===== src/rtl/core/spmv_pkg.sv =====
`timescale 1ns / 1ps
package spmv_pkg;

  localparam int ROWS       = 1024;
  localparam int COLS       = 1024;
  localparam int ROW_W      = 10;
  localparam int COL_W      = 10;
  localparam int CFG_W      = 11;
  localparam int VAL_W      = 32;
  localparam int SEEN_W     = 32;
  localparam int SEEN_BW    = 5;
  localparam int SEEN_WORDS = ROWS / SEEN_W;
  localparam int SEEN_AW    = ROW_W - SEEN_BW;
  localparam int Q_DEPTH    = 4;
  localparam int Q_AW       = 2;

  localparam int DEF_MAX_NONZEROS = 4096;

  localparam logic [CFG_W-1:0] ROW_COUNT_RST    = 11'd1024;
  localparam logic [CFG_W-1:0] COLUMN_COUNT_RST = 11'd1024;

  // command codes
  localparam logic [2:0] CMD_CLEAR   = 3'd0;
  localparam logic [2:0] CMD_LOAD_NZ = 3'd1;
  localparam logic [2:0] CMD_LOAD_X  = 3'd2;
  localparam logic [2:0] CMD_LOAD_Y  = 3'd3;
  localparam logic [2:0] CMD_COMPUTE = 3'd4;

  // configuration register indexes
  localparam logic REG_ROW_COUNT    = 1'b0;
  localparam logic REG_COLUMN_COUNT = 1'b1;

  localparam logic [VAL_W-1:0] FP_ZERO = 32'h0000_0000;
  localparam logic [VAL_W-1:0] FP_QNAN = 32'hFFC0_0000;

  typedef struct packed {
    logic [2:0]       cmd;
    logic [ROW_W-1:0] row_index;
    logic [COL_W-1:0] column_index;
    logic [VAL_W-1:0] entry_value;
  } spmv_in_t;

  typedef struct packed {
    logic [ROW_W-1:0] result_row;
    logic [VAL_W-1:0] result_value;
    logic             bad_request;
  } spmv_out_t;

  typedef enum logic [2:0] {
    OP_CLEAR,
    OP_NZ,
    OP_LDX,
    OP_LDY,
    OP_ROW,
    OP_BAD
  } op_t;

  typedef struct packed {
    op_t              op;
    logic [ROW_W-1:0] row_index;
    logic [COL_W-1:0] column_index;
    logic [VAL_W-1:0] entry_value;
  } spmv_cmd_t;

  typedef enum logic [3:0] {
    ST_IDLE,
    ST_EXEC,
    ST_NZ_SEEN,
    ST_SCAN_RD,
    ST_SCAN_CHK,
    ST_START_GOT,
    ST_ELEM_CHK,
    ST_ELEM_RD,
    ST_X_RD,
    ST_MUL_WAIT,
    ST_ADD_WAIT,
    ST_Y_RD,
    ST_SUM_WAIT,
    ST_EMIT
  } back_state_t;

endpackage


===== src/rtl/core/spmv_front.sv =====
`timescale 1ns / 1ps
module spmv_front (
  input  logic                 clk,
  input  logic                 rst_n,
  input  logic                 push,
  output logic                 full,
  input  spmv_pkg::spmv_in_t   in_word,
  input  logic                 cfg_we,
  input  logic                 cfg_index,
  input  logic [10:0]          cfg_data,
  input  logic                 q_pop,
  output logic                 q_empty,
  output spmv_pkg::spmv_cmd_t  q_head
);
  import spmv_pkg::*;

  logic [CFG_W-1:0] row_count_r;
  logic [CFG_W-1:0] column_count_r;
  spmv_cmd_t        q_mem [Q_DEPTH];
  logic [Q_AW-1:0]  wr_ptr_r, rd_ptr_r;
  logic [Q_AW:0]    cnt_r;
  logic             keep;
  op_t              op;
  logic             row_ok, col_ok, enq;

  always_ff @(posedge clk) begin
    if (!rst_n) begin
      row_count_r    <= ROW_COUNT_RST;
      column_count_r <= COLUMN_COUNT_RST;
    end else if (cfg_we) begin
      unique case (cfg_index)
        REG_ROW_COUNT:    row_count_r    <= cfg_data;
        REG_COLUMN_COUNT: column_count_r <= cfg_data;
        default:          row_count_r    <= row_count_r;
      endcase
    end
  end

  // classify: drop what has no effect, flag what is refused
  always_comb begin
    row_ok = {1'b0, in_word.row_index} < row_count_r;
    col_ok = {1'b0, in_word.column_index} < column_count_r;
    keep   = 1'b0;
    op     = OP_CLEAR;
    case (in_word.cmd)
      CMD_CLEAR: begin
        keep = 1'b1;
        op   = OP_CLEAR;
      end
      CMD_LOAD_NZ: begin
        keep = 1'b1;
        op   = (row_ok && col_ok) ? OP_NZ : OP_BAD;
      end
      CMD_LOAD_X: begin
        keep = col_ok;
        op   = OP_LDX;
      end
      CMD_LOAD_Y: begin
        keep = row_ok;
        op   = OP_LDY;
      end
      CMD_COMPUTE: begin
        keep = 1'b1;
        op   = row_ok ? OP_ROW : OP_BAD;
      end
      default: begin
        keep = 1'b0;
        op   = OP_CLEAR;
      end
    endcase
  end

  assign full    = (cnt_r == (Q_AW+1)'(Q_DEPTH));
  assign q_empty = (cnt_r == '0);
  assign enq     = push && !full && keep;
  assign q_head  = q_mem[rd_ptr_r];

  always_ff @(posedge clk) begin
    if (enq) begin
      q_mem[wr_ptr_r] <= '{op: op, row_index: in_word.row_index,
                           column_index: in_word.column_index,
                           entry_value: in_word.entry_value};
    end
  end

  always_ff @(posedge clk) begin
    if (!rst_n) begin
      wr_ptr_r <= '0;
      rd_ptr_r <= '0;
      cnt_r    <= '0;
    end else begin
      if (enq) wr_ptr_r <= wr_ptr_r + 1'b1;
      if (q_pop) rd_ptr_r <= rd_ptr_r + 1'b1;
      cnt_r <= cnt_r + (Q_AW+1)'(enq) - (Q_AW+1)'(q_pop);
    end
  end

endmodule


===== config.mk =====
export PLATFORM = sky130hd
export DESIGN_NAME = spmv_front
export DESIGN_NICKNAME = d
export VERILOG_FILES = /design/src/rtl/core/spmv_pkg.sv /design/src/rtl/core/spmv_front.sv
export SDC_FILE = /design/constraint.sdc
export NUM_CORES = 1
export LEC_CHECK = 0
export ABC_AREA = 1
export BUFFER_PORTS_ARGS = -buffer_cell sky130_fd_sc_hd__buf_2
export CAP_MARGIN = 10
export CORE_ASPECT_RATIO = 0.9
export CORE_UTILIZATION = 35
export CTS_BUF_LIST = sky130_fd_sc_hd__clkbuf_8
export DETAILED_ROUTE_END_ITERATION = 6
export MAX_ROUTING_LAYER = met4
export PLACE_DENSITY = 0.51
export REMOVE_ABC_BUFFERS = 1
export SETUP_SLACK_MARGIN = 0.15
export SLEW_MARGIN = 15
export SYNTH_ARGS = -nofsm -noshare
export SYNTH_HDL_FRONTEND = slang
export SYNTH_SLANG_ARGS = --single-unit

===== constraint.sdc =====
create_clock -name clk -period 7.9 [get_ports clk]
set_input_delay 0.79 -clock clk [delete_from_list [all_inputs] [get_ports clk]]
set_output_delay 0.79 -clock clk [all_outputs]
set_load 0.01 [all_outputs]

==> out/qor.txt <==
Ys flop type: edfxtp_1
Num Clock Sinks: 251
Power Internal: 0.00220 W
Num ports: 129
Worst Clk Skew: 0.0341 ns
Failing checks: DRC
Seq/Total Area, Yosys: 72.8%
Final Core Density: 41.8%
WL/cell: 17.7 um
Commonest non-fill, non-tap cell in the layout: edfxtp_1
Largest net degree at the start of global routing: 111
Std-Cell Rows: 58
Sw Pwr: 0.000769 W
Die ar.: 29,000 um^2
Core area: 27,900 um^2
Remaining DRCs: 16
Number of synthesized flops with an enable pin: 220
Post-CTS Resized: 0
Hold buffers post-CTS: 0
Max IR drop VDD: 0.100 mV
Max-cap violation count: 0
Fraction of final layout cells sized beyond drive strength 1: 21.8%
Ys Warns: 0
Area growth syn-to-layout: 17.5%
Sequential Power Share: 52.3%
Largest area contributor in the netlist: edfxtp_1
Area share of the largest cell type after synthesis: 66.6%
CTS Root Buffer Type: clkbuf_8
Leak pwr: 4.29 nW
Arrival time at the worst endpoint: 2.66 ns
First-pass GRT wire length: 35.1 mm
TritonCTS clock tree: done
Global route overflow: 0
Vias in the first global route: 6,186
Hold crit path type: flop to flop
Clock slew at reported path FFs: 0.06 ns
Die X: 180 um
CTS H-tree depth: 2
Period utilisation layout: 43.7%
Dpl hpwl: 13.5 mm
Ranking of synthesized cells by area: edfxtp_1 (67%), dfxtp_1 (6.3%), nor2_1 (4.6%)
Worst Tran Pin Value: 1.15 ns
Via count: 6,427
Max Fclk: 0.290 GHz
Pwr dens: 255 nW/um^2
Final Hold Fails: 0
Syn avg cell area: 12.8 um^2
Iter 0 DRT Violations: 509
Status: complete, but fails checks
Die outline height: 162 um
Minimum clock period: 3.45 ns
Total Wirelength: 23.1 mm
RSZ-0062 raised after global routing: no
CP Max Fanout: 56
Antenna violations before repair: 3
Synth cell types: 29
Clock latency on the worst-skew pair: 0.56 ns
Most frequent cells in the layout: edfxtp_1 (220), buf_2 (128), nor2_1 (122)
Initial core utilization: 35.5%
Critical path class: flop to output pin
Post-DRT Antenna Nets: 0
Port buffer count: 128
Crit. End Element: output pin
Final net count: 1,010
Slew margin rel.: 23.7%
Share of synthesized flip-flops with an asynchronous set or reset: 0%
Vias per std cell: 4.93
Sw frac: 25.9%
Clock power share: 35.7%
Seq cells post-synth: 251
Buffer count from post-CTS setup fixing: 0
Cell count after synthesis: 776
Worst EP required: 7.11 ns
Worst-case clock buffer depth: 3
Mapped cell area: 9930 um^2
CP startpoint kind: flop
Num CTS Buffers: 43
TritonRoute pass-1 iters: 7
Slew Viols, Final: 0
Routability congestion estimate: 0.758
Setup TNS: 0 ns
Count of final setup violators: 0
Gr usage total: 16.3%
Combinational Power Share: 12.0%
## cells by family (layout without fill, tap and decap cells)
logic type,count (synthesis),count (layout),synth area share [%]
flops,251,251,72.8
fa+ha+maj,25,25,3.23
compound gates,222,222,12.0
xor+xnor,2,2,0.177
other cells,0,3,0
buf+inv,95,260,4.07
simple gates,181,181,7.70
## metrics by stage
step | hold slack, ns | instance area [um^2] | cells | setup WS [ns] | power (W)
detailed placement | 0.449 | 10900 | 1228 | 4.45 | 0.00195
finish | 0.457 | 11700 | 1304 | 4.45 | 0.00297
global placement | 0.446 | 10900 | 1228 | 4.47 | 0.00194
floorplan | 0.430 | 9720 | 734 | 3.62 | 0.00177
global route | 0.426 | 11700 | 1304 | 4.21 | 0.00311
CTS | 0.414 | 11700 | 1301 | 3.90 | 0.00302
## registers in the layout (all words and copies together), names as in the netlist, named ones only
register        flops
row_count_r        11
wr_ptr_r            2
cnt_r               3
rd_ptr_r            2
q_mem             220
column_count_r     11
## final cells by class
cell class | instances | area (um^2)
Antenna cell | 3 | 7.51
Clock buffer | 45 | 619
Clock inverter | 28 | 154
Fill cell | 2661 | 16300
Inverter | 53 | 201
Multi-Input combinational cell | 430 | 2310
Sequential cell | 251 | 7230
Tap cell | 360 | 450
Timing Repair Buffer | 134 | 686
## path summary, 6_finish.rpt
check / startpoint / end / slack (ns) / depth (start not counted)
worst max-delay path: flop / q_head[34] / 4.45 / 4
worst min-delay path: row_count_r[4] / row_count_r[4] / 0.46 / 2
worst max register to register: row_count_r[8] / q_mem[3][32] / 5.10 / 10
worst min register to register: row_count_r[4] / row_count_r[4] / 0.46 / 2
## worst max-delay path, stage by stage (launching register included)
cell and delay [ns]:
dfxtp_4 0.54, inv_2 0.85, o21ai_1 0.16, o22ai_1 0.36
buf_2 0.21
## synth_stat cells (3+ instances only)
| library cell | instances |
|---|---|
| nand2_1 | 33 |
| o22ai_1 | 55 |
| o21ai_0 | 88 |
| inv_1 | 50 |
| a21oi_1 | 30 |
| clkbuf_1 | 26 |
| nand3_1 | 9 |
| dfxtp_1 | 31 |
| inv_2 | 3 |
| o21ai_1 | 45 |
| edfxtp_1 | 220 |
| buf_2 | 5 |
| nor2_1 | 122 |
| ha_1 | 24 |
| buf_4 | 11 |
| nor2_2 | 7 |
## power groups by stage
stage / registers, W / clock network [W] / logic (W)
after global routing: 0.00156 / 0.00115 / 0.000399
after global placement: 0.00158 / 0 / 0.000363
after floorplan: 0.00158 / 0 / 0.000195
after CTS: 0.00155 / 0.00110 / 0.000366
after detailed placement: 0.00158 / 0 / 0.000365
final: 0.00155 / 0.00106 / 0.000357
## per-layer routing
layer  track usage [%]  part of all wire (%)  vias to the layer above
li1                  -                     -                     3099
met1              22.0                    48                     3126
met2              24.6                    45                      171
met3              3.86                   5.8                       31
met4              4.74                   1.4                        0
met5                 -                     0                        -
Note: power is estimated with default switching activity, not from simulation.
